File: src/design/ipid_pkg.sv
package ipid_pkg;

  localparam int AXES      = 3;
  localparam int TARGET_W  = 16;
  localparam int GAIN_W    = 16;
  // derived gains need two extra bits: kp + 2*kd and kp + ki + kd
  localparam int K_W       = GAIN_W + 2;
  localparam int ACC_W     = 40;
  localparam int OUT_W     = 32;
  localparam int CFG_IDX_W = 3;
  localparam int CFG_DAT_W = 16;

  localparam logic signed [GAIN_W-1:0] GAIN_P_RST = 16'sd512;
  localparam logic signed [GAIN_W-1:0] GAIN_I_RST = 16'sd3;
  localparam logic signed [GAIN_W-1:0] GAIN_D_RST = 16'sd0;

  typedef enum logic [CFG_IDX_W-1:0] {
    REG_TARGET_X = 3'd0,
    REG_TARGET_Y = 3'd1,
    REG_TARGET_Z = 3'd2,
    REG_GAIN_P   = 3'd3,
    REG_GAIN_I   = 3'd4,
    REG_GAIN_D   = 3'd5
  } cfg_reg_t;

  typedef enum logic {
    ACT_RUN   = 1'b0,
    ACT_CLEAR = 1'b1
  } action_t;

  // velocity-form coefficients: k0 = p+i+d, k1 = -p-2d, k2 = d
  typedef struct packed {
    logic signed [K_W-1:0] k0;
    logic signed [K_W-1:0] k1;
    logic signed [K_W-1:0] k2;
  } gains_t;

endpackage

File: src/design/ipid_cfg_regs.sv
module ipid_cfg_regs (
  input  logic                                    clk,
  input  logic                                    rst_n,
  input  logic                                    wr_en,
  input  logic [ipid_pkg::CFG_IDX_W-1:0]          wr_index,
  input  logic [ipid_pkg::CFG_DAT_W-1:0]          wr_data,
  output logic signed [ipid_pkg::TARGET_W-1:0]    target_x,
  output logic signed [ipid_pkg::TARGET_W-1:0]    target_y,
  output logic signed [ipid_pkg::TARGET_W-1:0]    target_z,
  output ipid_pkg::gains_t                        gains
);

  logic signed [ipid_pkg::TARGET_W-1:0] tx_r, ty_r, tz_r;
  logic signed [ipid_pkg::TARGET_W-1:0] tx_nxt, ty_nxt, tz_nxt;
  logic signed [ipid_pkg::GAIN_W-1:0]   gp_r, gi_r, gd_r;
  logic signed [ipid_pkg::GAIN_W-1:0]   gp_nxt, gi_nxt, gd_nxt;
  ipid_pkg::gains_t                     k_r, k_nxt;

  always_comb begin
    tx_nxt = tx_r;
    ty_nxt = ty_r;
    tz_nxt = tz_r;
    gp_nxt = gp_r;
    gi_nxt = gi_r;
    gd_nxt = gd_r;
    if (wr_en) begin
      unique case (ipid_pkg::cfg_reg_t'(wr_index))
        ipid_pkg::REG_TARGET_X: tx_nxt = wr_data;
        ipid_pkg::REG_TARGET_Y: ty_nxt = wr_data;
        ipid_pkg::REG_TARGET_Z: tz_nxt = wr_data;
        ipid_pkg::REG_GAIN_P:   gp_nxt = wr_data;
        ipid_pkg::REG_GAIN_I:   gi_nxt = wr_data;
        ipid_pkg::REG_GAIN_D:   gd_nxt = wr_data;
        default: ;
      endcase
    end
  end

  // coefficients follow the gain registers in the same edge
  always_comb begin
    k_nxt.k0 = ipid_pkg::K_W'(gp_nxt) + ipid_pkg::K_W'(gi_nxt) + ipid_pkg::K_W'(gd_nxt);
    k_nxt.k1 = -ipid_pkg::K_W'(gp_nxt) - (ipid_pkg::K_W'(gd_nxt) <<< 1);
    k_nxt.k2 = ipid_pkg::K_W'(gd_nxt);
  end

  always_ff @(posedge clk) begin
    if (!rst_n) begin
      tx_r    <= '0;
      ty_r    <= '0;
      tz_r    <= '0;
      gp_r    <= ipid_pkg::GAIN_P_RST;
      gi_r    <= ipid_pkg::GAIN_I_RST;
      gd_r    <= ipid_pkg::GAIN_D_RST;
      k_r.k0  <= ipid_pkg::K_W'(ipid_pkg::GAIN_P_RST) + ipid_pkg::K_W'(ipid_pkg::GAIN_I_RST)
                 + ipid_pkg::K_W'(ipid_pkg::GAIN_D_RST);
      k_r.k1  <= -ipid_pkg::K_W'(ipid_pkg::GAIN_P_RST)
                 - (ipid_pkg::K_W'(ipid_pkg::GAIN_D_RST) <<< 1);
      k_r.k2  <= ipid_pkg::K_W'(ipid_pkg::GAIN_D_RST);
    end else begin
      tx_r <= tx_nxt;
      ty_r <= ty_nxt;
      tz_r <= tz_nxt;
      gp_r <= gp_nxt;
      gi_r <= gi_nxt;
      gd_r <= gd_nxt;
      k_r  <= k_nxt;
    end
  end

  assign target_x = tx_r;
  assign target_y = ty_r;
  assign target_z = tz_r;
  assign gains    = k_r;

endmodule

File: config.mk
export PLATFORM = sky130hd
export DESIGN_NAME = ipid_cfg_regs
export DESIGN_NICKNAME = d
export VERILOG_FILES = /design/src/design/ipid_pkg.sv /design/src/design/ipid_cfg_regs.sv
export SDC_FILE = /design/constraint.sdc
export NUM_CORES = 1
export LEC_CHECK = 0
export ABC_CLOCK_PERIOD_IN_PS = 6400
export BUFFER_PORTS_ARGS = -buffer_cell sky130_fd_sc_hd__buf_2
export CORE_MARGIN = 2
export CORE_UTILIZATION = 59
export DETAILED_ROUTE_END_ITERATION = 12
export HOLD_SLACK_MARGIN = 0.12
export MAX_ROUTING_LAYER = met4
export PLACE_DENSITY_LB_ADDON = 0.3
export SETUP_SLACK_MARGIN = 0.4
export SLEW_MARGIN = 20
export SYNTH_ARGS = -nofsm -noshare
export SYNTH_HDL_FRONTEND = slang
export SYNTH_SLANG_ARGS = --single-unit
File: constraint.sdc
create_clock -name clk -period 6.4 [get_ports clk]
set_input_delay 1.28 -clock clk [delete_from_list [all_inputs] [get_ports clk]]
set_output_delay 1.28 -clock clk [all_outputs]
set_load 0.01 [all_outputs]
======== Word-level counts from Yosys, hierarchy flattened ========
Cells that the tools add are included.
operators by class
  add/sub/neg operators ................... 4
  equal/unequal tests ..................... 5
  multiplexer cells ....................... 6
  reduce and logical (&&, ||, !) cells .... 4
operators by type and width
  kind                  number
  $mux W16              6
  $add A17 B16 Y18      1
  $neg A16 Y18          1
  $sub A18 B17 Y18      1
  $add A16 B16 Y17      1
  $eq A3 B2 Y1 const B  2
  $eq A3 B3 Y1 const B  2
  $reduce_and A2 Y1     3
  $eq A3 B1 Y1 const B  1
  $logic_not A3 Y1      1
storage, ports and cells
  register bits ........................... 148
  input port bits ......................... 22
  output and inout port bits .............. 102
  logic and storage cells ................. 28

======== Logic depth before layout (Yosys ltp) ========
  depth after elaboration ................. 5
  mapped depth ............................ 18
  mapped depth without buffers ............ 16

======== Worst setup path before layout ========
No wires, ideal clock.
  kind .................................... input to register
  from .................................... input wr_index[1] (netlist bit)
  to ...................................... register k_r (netlist bit gains[49])
  setup time .............................. 0.115 ns
  arrival time ............................ 4.677 ns
  required time ........................... 6.285 ns
  slack ................................... 1.608 ns
  cell stages on the path ................. 18
  path buffers ............................ 3
  path through ............................ buf_4 or3_1 clkbuf_1 clkbuf_1 o22ai_1 nor2_1 a21oi_1 a31oi_1 ha_1 o21bai_1 ha_1 fa_1 a211oi_1 o21ai_0 a31oi_1 o21ai_0 xor2_1 and2_1
on the way
  cells in the longest elaborated chain, start to end .. 5
  elaborated cells between the ends (all ways) .. 11
  those cells by class .................... add/sub: 2; eq/ne: 3; mux: 6
RTL lines
  element                                       line                 text
  start: declaration                            ipid_cfg_regs.sv:5   input logic [ipid_pkg::CFG_IDX_W-1:0] wr_index,
  $eq A3 B2 Y1 or $eq A3 B3 Y1 (tied branches)  ipid_cfg_regs.sv:27  unique case (ipid_pkg::cfg_reg_t'(wr_index))
  $mux W16                                      ipid_cfg_regs.sv:27
  $mux W16                                      ipid_cfg_regs.sv:26  if (wr_en) begin
  $add A16 B16 Y17                              ipid_cfg_regs.sv:41  k_nxt.k0 = ipid_pkg::K_W'(gp_nxt) + ipid_pkg::K_W'(gi_nxt) + ipid_pkg::K_W'(gd_nxt);
  $add A17 B16 Y18 *                            ipid_cfg_regs.sv:41
  end signal: assignment                        ipid_cfg_regs.sv:66  k_r <= k_nxt;
  end: declaration                              ipid_cfg_regs.sv:17  ipid_pkg::gains_t k_r, k_nxt;
Every way passes the cells marked *; elsewhere a longest branch is shown, timed or not.
A chain may end at the register's enable or synchronous reset.

======== Final worst setup path ========
Same ends and word-level chain as after synthesis.

==> results.md <==
- Vias: about 5600
- RSZ-0062 raised after global routing: no
- Internal power: 1.633 mW
- First drt pass iteration count: 5
- Worst R2R End: gains[49]$_SDFF_PN0_
- Die Ht: 111.1 um
- Combinational Power Share: 0.163
- Most instantiated cells after synthesis: 144 x nand2_1, 131 x dfxtp_1, 49 x ha_1
- Register area share after synthesis: 0.3873
- Max H-tree Level: 4
- Cts hold-fix bufs: 0
- FF/Latch Area: ~2600 um2
- Crit-path max FO: 19
- Synth Register Bits: around 130
- Req. time, crit path: roughly 6.7 ns
- Critical Path AT: 5.32 ns
- # setup viols final: 0
- Total gr overflow: 0
- Largest net degree at the start of global routing: 101
- Sw frac: 0.2588
- Asr flop ratio synth: 0
- Core area: 11320 um2
- GRT Total Usage: 0.2755
- PD cells: 274.1 nW/um2
- CTS Buf Count: 17
- Crit start category: input port
- DIE WIDTH: 111.1 um
- Initial Utilization: 0.5981
- Top post-synthesis cells by area: dfxtp_1 39%, ha_1 9.1%, nand2_1 8.0%, mux2i_1 6.4%, a21boi_0 5.3%
- TritonCTS clock tree: yes
- Post-Route WL: roughly 16 mm
- DRC: 0
- Clk_lat worst skew: ~0.42 ns
- R2R Setup Slk: 2.86 ns
- Share of power burned in registers: 0.396
- Net count, final: 949
- Synth warn: 0
- Hold path depth: 2
- Setup tns final: 0 ns
- Die area: 12350 um2
- Relative slew slack: 0.3934
- FF-to-FF path depth: 13
- Netlist Area Pre-Place: 6771 um2
- Clock power share: 0.441
- Port bufs: roughly 120
- Min Tclk post-route: 5.004 ns
- Final Cycle Share: 0.7819
- Top FF cell, synth: dfxtp_1
- Share of cells above drive strength 1: 0.1874
- Synth top area share: 0.3873
- Leading area contributor after synthesis: dfxtp_1
- Measured slew at the worst slew-check pin: roughly 0.9 ns
- # resized after CTS: 0
- Hold Crit Class: register to register
- Slew Viols, Final: 0
- Vias in the first global route: 5564
- DR iter-0 viols: between 400 and 500
- Number of hold violations in the final report: 0
- Fill cell count: between 800 and 900
- Hold endpoint: target_y[2]$_SDFFE_PN0P_
- Initial antenna violation count: 0
- # clock sinks: 131
- Status: finished clean
- # IOs: approximately 120
- Post-synth EDFFs: 0
- Max VDD drop: between 0.0002 and 0.00025 V
- Worst Min Path Start: target_y[2]$_SDFFE_PN0P_
- F_max: 0.1998 GHz
- Psw: 570.2 uW
- Via/cell ratio: between 5 and 6
- Reg2Reg Launch Point: gp_r[0]$_SDFF_PN0_
- Clock skew: 0.005664 ns
- Cell Rows: 39
- Leakage: between 3 and 4 nW
- Count leader, synth: nand2_1
- Setup Crit Path Kind: input port to register
- Multi-input logic area: ~3900 um2
- Root Buffer: clkbuf_16
- Clock-pin transition on the worst setup and hold timing paths: approximately 0.050 ns
- Fin util: 0.7099
- Global placer's final weighted congestion: between 0.8 and 0.9
- Avg Inst Size Synth: 8.993 um2
- Netlist cell types: 47
- Mapped Cells: around 750
- CTS max path bufs: 2
- Syn Nets: 840
- Post-route ant nets: 0
- First-pass GRT wire length: 26.74 mm
- Setup bufs post-CTS: 0
- HPWL after DPL: about 12 mm
- DR WL/cell: 15.83 um
- MaxCap Viol Count: 0
- Crit. Startpoint: wr_index[1]
- Synth-to-Final Area Change: 18.68%
- Worst setup EP type: register
- ANT cells: 0
critical path, stage by stage:
cell and delay (ns):
buf_2 0.15, or3_1 0.76, o22ai_1 0.27, nor2_1 0.07, a21oi_1 0.11, a31oi_1 0.05
ha_1 0.24, o21bai_1 0.17, ha_1 0.23, fa_1 0.44, a211oi_1 0.37, o21ai_0 0.18
a31oi_1 0.43, o21ai_0 0.23, xor2_1 0.17, and2_1 0.16
how the worst max path moves through the flow:
stage,end,slack (ns),cells past startpoint
floorplan,gains[49]$_SDFF_PN0_,1.61,18
global placement,gains[49]$_SDFF_PN0_,1.00,14
detailed placement,gains[49]$_SDFF_PN0_,0.87,14
CTS,gains[49]$_SDFF_PN0_,1.15,14
global route,gains[49]$_SDFF_PN0_,1.06,17
finish,gains[49]$_SDFF_PN0_,1.40,16
cells by family after synthesis:
logic type | synth area share
AO/OA/AOI/OAI | 0.1402
buffers and inverters | 0.04324
adder cells (fa/ha/maj) | 0.1378
multiplexers | 0.07021
flip-flops | 0.3873
XOR/XNOR | 0.02458
AND/OR/NAND/NOR | 0.1966
power by group through the flow:
stage | logic (mW) | clock network, mW | registers [mW]
5_1_grt | 0.399 | 1.02 | 0.876
2_1_floorplan | 0.229 | 0 | 0.909
3_3_place_gp | 0.344 | 0 | 0.889
3_5_place_dp | 0.351 | 0 | 0.889
4_1_cts | 0.357 | 0.980 | 0.873
6_report | 0.358 | 0.972 | 0.873
per-layer routing:
metal / up-vias / track usage / wire, um
li1: 2745 / - / -
met1: 2626 / 0.3497 / 7242
met2: 231 / 0.4303 / 7441
met3: 33 / 0.06506 / 1061
met4: 0 / 0.1053 / 369
met5: - / - / 0
metrics by stage:
step           setup slack, ns  hold WS, ns  cell area (um2)  power [mW]  std cells
2_1_floorplan            1.608       0.4792             6771       1.137        753
3_3_place_gp             1.004       0.4473             7435       1.233        986
3_5_place_dp            0.8651       0.4561             7435       1.240        986
4_1_cts                  1.148       0.4636             8035       2.209       1018
5_1_grt                  1.060       0.4834             8036       2.297       1018
6_report                 1.396       0.4607             8036       2.203       1018
sequential cells by signal (all words and copies together), names as in the netlist:
name and cells:
target_y 16, target_x 16, target_z 16, gains 51
gp_r 16, gi_r 16
layout by cell type (no fill, tap or decap), types with 3 or more instances in the layout:
cell type and instances:
a21oi_1 27, buf_2 123, nor2_1 28, and2_1 27, nor3b_1 3, inv_1 35
o22ai_1 4, fa_1 16, xnor2_1 10, o21a_1 7, mux2i_1 43, clkinv_2 3
o21ai_0 15, nor3_1 9, o21bai_1 4, nand2b_1 8, buf_4 4, clkbuf_8 5
a21boi_0 48, ha_1 49, a21o_1 8, a311oi_1 4, dfxtp_1 131, nor2b_1 43
xor2_1 9, nand3_1 9, nand2_1 144, a211oi_1 5, a31oi_1 3, clkbuf_16 17
cell type report:
type                    count  area share
clock buffers              24     0.06243
well taps                 143     0.02226
inverters                  35     0.01635
clock inverters             8     0.01230
flip-flops and latches    131      0.3263
repair buffers            127     0.08034
multi-input cells         550      0.4800
(Power assumes the default switching activity.)
