$ cat src/design/ipid_pkg.sv
package ipid_pkg;

  localparam int AXES      = 3;
  localparam int TARGET_W  = 16;
  localparam int GAIN_W    = 16;
  // derived gains need two extra bits: kp + 2*kd and kp + ki + kd
  localparam int K_W       = GAIN_W + 2;
  localparam int ACC_W     = 40;
  localparam int OUT_W     = 32;
  localparam int CFG_IDX_W = 3;
  localparam int CFG_DAT_W = 16;

  localparam logic signed [GAIN_W-1:0] GAIN_P_RST = 16'sd512;
  localparam logic signed [GAIN_W-1:0] GAIN_I_RST = 16'sd3;
  localparam logic signed [GAIN_W-1:0] GAIN_D_RST = 16'sd0;

  typedef enum logic [CFG_IDX_W-1:0] {
    REG_TARGET_X = 3'd0,
    REG_TARGET_Y = 3'd1,
    REG_TARGET_Z = 3'd2,
    REG_GAIN_P   = 3'd3,
    REG_GAIN_I   = 3'd4,
    REG_GAIN_D   = 3'd5
  } cfg_reg_t;

  typedef enum logic {
    ACT_RUN   = 1'b0,
    ACT_CLEAR = 1'b1
  } action_t;

  // velocity-form coefficients: k0 = p+i+d, k1 = -p-2d, k2 = d
  typedef struct packed {
    logic signed [K_W-1:0] k0;
    logic signed [K_W-1:0] k1;
    logic signed [K_W-1:0] k2;
  } gains_t;

endpackage

$ cat src/design/ipid_axis.sv
module ipid_axis #(
  parameter int SAMPLE_WIDTH   = 16,
  parameter int GAIN_FRAC_BITS = 8
) (
  input  logic                                  clk,
  input  logic                                  rst_n,
  input  logic                                  step,
  input  logic                                  clear,
  input  logic signed [ipid_pkg::TARGET_W-1:0]  target,
  input  logic signed [SAMPLE_WIDTH-1:0]        meas,
  input  ipid_pkg::gains_t                      gains,
  output logic signed [ipid_pkg::OUT_W-1:0]     drive,
  output logic                                  sat
);

  localparam int EW    = ((SAMPLE_WIDTH > ipid_pkg::TARGET_W) ? SAMPLE_WIDTH
                          : ipid_pkg::TARGET_W) + 1;
  localparam int PW    = ipid_pkg::K_W + EW;
  localparam int SUM_W = ((PW > ipid_pkg::ACC_W) ? PW : ipid_pkg::ACC_W) + 2;
  localparam int ACC_W = ipid_pkg::ACC_W;
  localparam int OUT_W = ipid_pkg::OUT_W;
  localparam int WH_W  = ACC_W - GAIN_FRAC_BITS;

  logic signed [EW-1:0]    err1_r, err2_r, err_nxt;
  logic signed [ACC_W-1:0] acc_r, acc_nxt;
  logic signed [PW-1:0]    p0, p1, p2;
  logic signed [SUM_W-1:0] sum;
  logic                    acc_ovf, out_ovf;
  logic signed [ACC_W-1:0] shifted;
  logic signed [WH_W-1:0]  whole;
  logic signed [OUT_W-1:0] drive_c;

  assign err_nxt = EW'(target) - EW'(meas);

  assign p0 = PW'(gains.k0) * PW'(err_nxt);
  assign p1 = PW'(gains.k1) * PW'(err1_r);
  assign p2 = PW'(gains.k2) * PW'(err2_r);

  assign sum = SUM_W'(acc_r) + SUM_W'(p0) + SUM_W'(p1) + SUM_W'(p2);

  // clip to the accumulator range: upper bits must all match its sign bit
  assign acc_ovf = (sum[SUM_W-1:ACC_W-1] != {(SUM_W-ACC_W+1){sum[ACC_W-1]}});

  always_comb begin
    if (!acc_ovf) begin
      acc_nxt = sum[ACC_W-1:0];
    end else if (sum[SUM_W-1]) begin
      acc_nxt = {1'b1, {(ACC_W-1){1'b0}}};
    end else begin
      acc_nxt = {1'b0, {(ACC_W-1){1'b1}}};
    end
  end

  // integer part, rounding toward minus infinity
  assign shifted = acc_nxt >>> GAIN_FRAC_BITS;
  assign whole   = shifted[WH_W-1:0];

  generate
    if (WH_W > OUT_W) begin : g_clip
      assign out_ovf = (whole[WH_W-1:OUT_W-1] != {(WH_W-OUT_W+1){whole[OUT_W-1]}});
      always_comb begin
        if (!out_ovf) begin
          drive_c = whole[OUT_W-1:0];
        end else if (whole[WH_W-1]) begin
          drive_c = {1'b1, {(OUT_W-1){1'b0}}};
        end else begin
          drive_c = {1'b0, {(OUT_W-1){1'b1}}};
        end
      end
    end else begin : g_fit
      assign out_ovf = 1'b0;
      assign drive_c = OUT_W'(whole);
    end
  endgenerate

  assign drive = clear ? '0 : drive_c;
  assign sat   = !clear && (acc_ovf || out_ovf);

  always_ff @(posedge clk) begin
    if (!rst_n) begin
      err1_r <= '0;
      err2_r <= '0;
      acc_r  <= '0;
    end else if (step) begin
      if (clear) begin
        err1_r <= '0;
        err2_r <= '0;
        acc_r  <= '0;
      end else begin
        err2_r <= err1_r;
        err1_r <= err_nxt;
        acc_r  <= acc_nxt;
      end
    end
  end

endmodule

$ cat config.mk
export PLATFORM = sky130hd
export DESIGN_NAME = ipid_axis
export DESIGN_NICKNAME = d
export VERILOG_FILES = /design/src/design/ipid_pkg.sv /design/src/design/ipid_axis.sv
export SDC_FILE = /design/constraint.sdc
export NUM_CORES = 2
export LEC_CHECK = 0
export ABC_AREA = 1
export BUFFER_PORTS_ARGS = -buffer_cell sky130_fd_sc_hd__buf_2
export CAP_MARGIN = 20
export CORE_UTILIZATION = 50
export DETAILED_ROUTE_END_ITERATION = 10
export PLACE_DENSITY_LB_ADDON = 0.3
export SLEW_MARGIN = 20
export SYNTH_ARGS = -nofsm -noshare
export SYNTH_HDL_FRONTEND = slang
export SYNTH_SLANG_ARGS = --single-unit
export TNS_END_PERCENT = 30
$ cat constraint.sdc
create_clock -name clk -period 8.7 [get_ports clk]
set_input_delay 0.435 -clock clk [delete_from_list [all_inputs] [get_ports clk]]
set_output_delay 0.435 -clock clk [all_outputs]
set_load 0.05 [all_outputs]
[Word-level counts from Yosys, hierarchy flattened]
Index checks and enable logic that the tools add are counted.
Storage, ports and cells
  bits in registers: 74
  input bits: 90
  output and inout port bits: 33
  logic and storage cells: 19
Operators by class
  add/sub/neg operators: 4
  multiply operators: 3
  equal/unequal tests: 1
  muxes and demuxes: 6
  reduce and logical (&&, ||, !) cells: 2
Operators with widths (number)
  40-bit two-way mux: 3
  18-bit by 17-bit multiplier with 35-bit output: 3
  41-bit by 35-bit adder with 42-bit output: 1
  42-bit by 35-bit adder with 42-bit output: 1
  40-bit by 35-bit adder with 41-bit output: 1
  17-bit two-way mux: 2
  32-bit two-way mux: 1
  16-bit by 16-bit subtractor with 17-bit output: 1
  2-bit != test: 1
  1-bit logical AND: 1
  1-bit zero test: 1

[Longest topological paths before layout]
  depth in word-level cells: 8
  gate-level depth with buffers: 49
  depth with buffers taken out: 47

[Worst setup path after synthesis]
Ideal clock, no wire load.
  path type: input port to output port
  start: input target[0] (netlist bit)
  end: output sat
  arrival time: 9.212 ns
  required time: 8.265 ns
  path slack: -0.947 ns
  cell stages on the path: 38
  path buffers: 1
  cells stage by stage: inv_1 -> ha_1 -> inv_1 -> fa_1 -> nand3_1 -> nand2_1 -> nand2_1 -> a21oi_1 -> or2_2 -> or2_2 -> nand2_1 -> nor2_1 -> fa_1 -> fa_1 -> fa_1 -> fa_1 -> fa_1 -> fa_1 -> [2 not listed] -> inv_1 -> fa_1 -> inv_1 -> fa_1 -> inv_1 -> ha_1 -> inv_1 -> o21bai_1 -> nor2_1 -> nand2_1 -> a21oi_1 -> nand2_2 -> nand2_1 -> nand2_1 -> nand2_2 -> nand2_2 -> buf_4 -> a21oi_1
On the way
  longest elaborated chain between the ends: 7
RTL lines
  start, declared: RTL line ipid_axis.sv:9  | input logic signed [ipid_pkg::TARGET_W-1:0] target,
  16-bit by 16-bit subtractor with 17-bit output: RTL line ipid_axis.sv:33  | assign err_nxt = EW'(target) - EW'(meas);
  18-bit by 17-bit multiplier with 35-bit output: RTL line ipid_axis.sv:35  | assign p0 = PW'(gains.k0) * PW'(err_nxt);
  40-bit by 35-bit adder with 41-bit output: RTL line ipid_axis.sv:39  | assign sum = SUM_W'(acc_r) + SUM_W'(p0) + SUM_W'(p1) + SUM_W'(p2);
  41-bit by 35-bit adder with 42-bit output: RTL line ipid_axis.sv:39
  42-bit by 35-bit adder with 42-bit output: RTL line ipid_axis.sv:39
  2-bit != test: RTL line ipid_axis.sv:42  | assign acc_ovf = (sum[SUM_W-1:ACC_W-1] != {(SUM_W-ACC_W+1){sum[ACC_W-1]}});
  1-bit logical AND: RTL line ipid_axis.sv:77  | assign sat = !clear && (acc_ovf || out_ovf);
  end, declared: RTL line ipid_axis.sv:13  | output logic sat
Every way passes these cells.

[Worst setup path in the final report]
  start: input target[0] (netlist bit)
  end: output drive[4] (netlist bit)
On the way
  longest elaborated chain between the ends: 8
  elaborated cells on any way between the ends: 9
  those cells by class: add/sub: 4; mul: 1; eq/ne: 1; mux: 3
RTL lines
  16-bit by 16-bit subtractor with 17-bit output (*): RTL line ipid_axis.sv:33
  18-bit by 17-bit multiplier with 35-bit output (*): RTL line ipid_axis.sv:35
  40-bit by 35-bit adder with 41-bit output (*): RTL line ipid_axis.sv:39
  41-bit by 35-bit adder with 42-bit output (*): RTL line ipid_axis.sv:39
  42-bit by 35-bit adder with 42-bit output (*): RTL line ipid_axis.sv:39
  2-bit != test or 40-bit two-way mux (tied branches): RTL line ipid_axis.sv:42, ipid_axis.sv:47
  40-bit two-way mux (*): RTL line ipid_axis.sv:45  | if (!acc_ovf) begin
  32-bit two-way mux (*): RTL line ipid_axis.sv:76  | assign drive = clear ? '0 : drive_c;
  end, declared: RTL line ipid_axis.sv:12  | output logic signed [ipid_pkg::OUT_W-1:0] drive,
Mark *: on every way between the ends. The rest lies on a longest branch, timed or not.

==> results.json <==
{
  "status": "complete, but fails checks",
  "violations": "setup timing",
  "grt-ovfl-total": 0,
  "period_needed_ps": 9710,
  "finalHoldViolCount": 0,
  "antenna_found_initial": 2,
  "dieHeight_um": 294,
  "cts_buffers": 9,
  "numPortBuffers": 122,
  "worstSetupStartpointType": "input pin",
  "finalCritPeriodShare": 1.12,
  "routed_wl_um": 125000,
  "clock-sinks": 74,
  "critPathMostFrequentCell": "fa_1",
  "final_common_cell": "inv_1",
  "ys_async_sr_fraction": 0,
  "die_x_um": 294,
  "clk_latency_ps": 400,
  "drtAntennaViolNets": 0,
  "synth_edf_count": 0,
  "vias_per_cell": 5.02,
  "max_cap_viol_count": 0,
  "rsz0062_at_grt": "yes",
  "setup_viol": 72,
  "ys.flop_type": "dfxtp_1",
  "synth_area_um2": 42700,
  "dieArea_um2": 86600,
  "io_pins": 123,
  "cts-root-buf": "clkbuf_16",
  "ys_seq_area_frac": 0.0347,
  "worst_slack_ps": -1010,
  "max_slew_margin": 0.402,
  "wl_per_cell_um": 19.0,
  "critPathArrivalTime_ps": 9270,
  "cp-end-kind": "output port",
  "slew_violations": 0,
  "max_stage_delay_ps": 600,
  "clockBufferDepth": 2,
  "num_rows": 106,
  "ys_warn_count": 0,
  "syn_avg_cell_area_um2": 8.65,
  "cp.required_ps": 8270,
  "vias": 32900,
  "start_util": 0.508,
  "final_nets": 6980,
  "skew_ps": 11.7,
  "netlist_instances": 4940,
  "fmax_ghz": 0.103,
  "drive_gt1_frac": 0.205,
  "drc": 0,
  "hold_class": "reg2reg",
  "cts_tree": "built",
  "grt.total_usage": 0.307,
  "n_fill_cell": 7403,
  "cts_max_level": 3,
  "place_hpwl_um": 111000,
  "max_slew.worst_pin.slew_ps": 897,
  "core-area_um2": 84100,
  "cts_hold_buf": 0,
  "design_area_um2": 51100,
  "grt_pass1_wl_um": 200000,
  "drtPass1Iterations": 5,
  "crit_type": "in2out",
  "area_growth_pct": 19.6,
  "place.gp.congestion": 0.977,
  "grt_pass1_vias": 35800,
  "ys_seq_elements": 74,
  "clk_pin_slew_ps": 70,
  "synthDistinctLibCells": 42,
  "most-common-layout-cells": "inv_1 (1396), fa_1 (1143), nand2_1 (1006)",
  "drt_iter0_drc": 2109,
  "grt_max_degree": 70,
  "crit_slowest_cell": "fa_2",
  "synthesis.nets": 6502,
  "cp_max_fo": 7,
  "place_area_um2": 48200
}
## cell usage after synthesis, types with 4 or more instances
| master | n | area [um^2] |
|---|---|---|
| nor2_1 | 211 | 792 |
| ha_1 | 279 | 3490 |
| nor2_2 | 5 | 31.3 |
| o21ai_0 | 53 | 265 |
| o21bai_1 | 6 | 45.0 |
| nand3b_1 | 9 | 67.6 |
| nand3_1 | 91 | 455 |
| dfxtp_1 | 74 | 1480 |
| nor3_1 | 11 | 55.1 |
| a21o_1 | 5 | 37.5 |
| inv_1 | 1453 | 5450 |
| nand2_1 | 1057 | 3970 |
| buf_4 | 4 | 30.0 |
| fa_1 | 1193 | 23900 |
| xor2_1 | 13 | 114 |
| or2_2 | 43 | 269 |
| clkinv_1 | 6 | 22.5 |
| xnor2_1 | 21 | 184 |
| nand3_2 | 4 | 40.0 |
| nand4_1 | 4 | 25.0 |
| a21boi_0 | 5 | 37.5 |
| buf_1 | 11 | 41.3 |
| a21oi_2 | 30 | 263 |
| a21oi_1 | 101 | 505 |
| clkbuf_1 | 185 | 694 |
| buf_2 | 5 | 25.0 |
| nand2_2 | 37 | 231 |
## routing by layer
metal,vias up,global-route usage,wire (um)
li1,14800,-,-
met5,-,0,12
met4,2,0.0978,4910
met3,210,0.0388,8290
met2,1133,0.512,60400
met1,16800,0.417,51100
## path summary, 6_finish.rpt
kind,start,end,slack (ps),cells after the start
worst min-delay path,err2_r[16],err2_r[16],510,2
worst min register to register,err2_r[16],err2_r[16],510,2
worst max register to register,err1_r[4],acc_r[4],230,38
worst max-delay path,target[0],drive[4],-1010,48
## repair_timing
item | 4_1_cts | 5_1_grt
endpoints found under the setup margin | 72 | 73
hold endpoints to repair | 0 | 0
pin swaps | 38 | 33
gates resized for setup | 346 | 95
setup buffers | 47 | 16
cloned | 7 | 4
## critical path: cells and delay by family
family | cells | cell delay, ps
buffers and inverters | 12 | 1090
AND/OR/NAND/NOR | 23 | 2200
adder cells (fa/ha/maj) | 12 | 5430
AO/OA/AOI/OAI | 1 | 70
## final cells by class
type	count	area [um^2]	share of cell area
multi-input cells	3198	36500	0.715
repair buffers	673	5700	0.112
inverters	1461	5660	0.111
flip-flops and latches	74	1480	0.0290
well taps	1134	1420	0.0278
clock buffers	9	225	0.00441
clock inverters	7	76.3	0.00149
repair inverters	1	7.51	0.000147
diodes	1	2.50	0.0000490
## flip-flops by register name, indices dropped and copies added (netlist names)
name    cells
err2_r     17
acc_r      40
err1_r     17
## through the flow
step | hold slack [ps] | TNS (ps) | cells | util | worst slack (ps)
floorplan | 450 | -5090 | 4940 | - | -166
global placement | 491 | -69120 | 6468 | 0.573 | -1380
detailed placement | 500 | -72350 | 6468 | 0.573 | -1410
CTS | 511 | -32100 | 6538 | 0.600 | -935
global route | 518 | -58950 | 6558 | 0.608 | -1270
finish | 512 | -40030 | 6558 | 0.608 | -1010
## kinds of logic after synthesis
group | Yosys count | share of synthesized area
DFF | 74 | 0.0347
buffers and inverters | 1669 | 0.148
and+or+nand+nor | 1479 | 0.140
AOI/OAI and AO/OA | 211 | 0.0289
xor gates and xnor gates | 35 | 0.00735
adders and majority gates | 1472 | 0.641
Power is left out: the tool's default activity adds up to more than one toggle a clock period on the data nets, which glitch-free logic cannot reach.
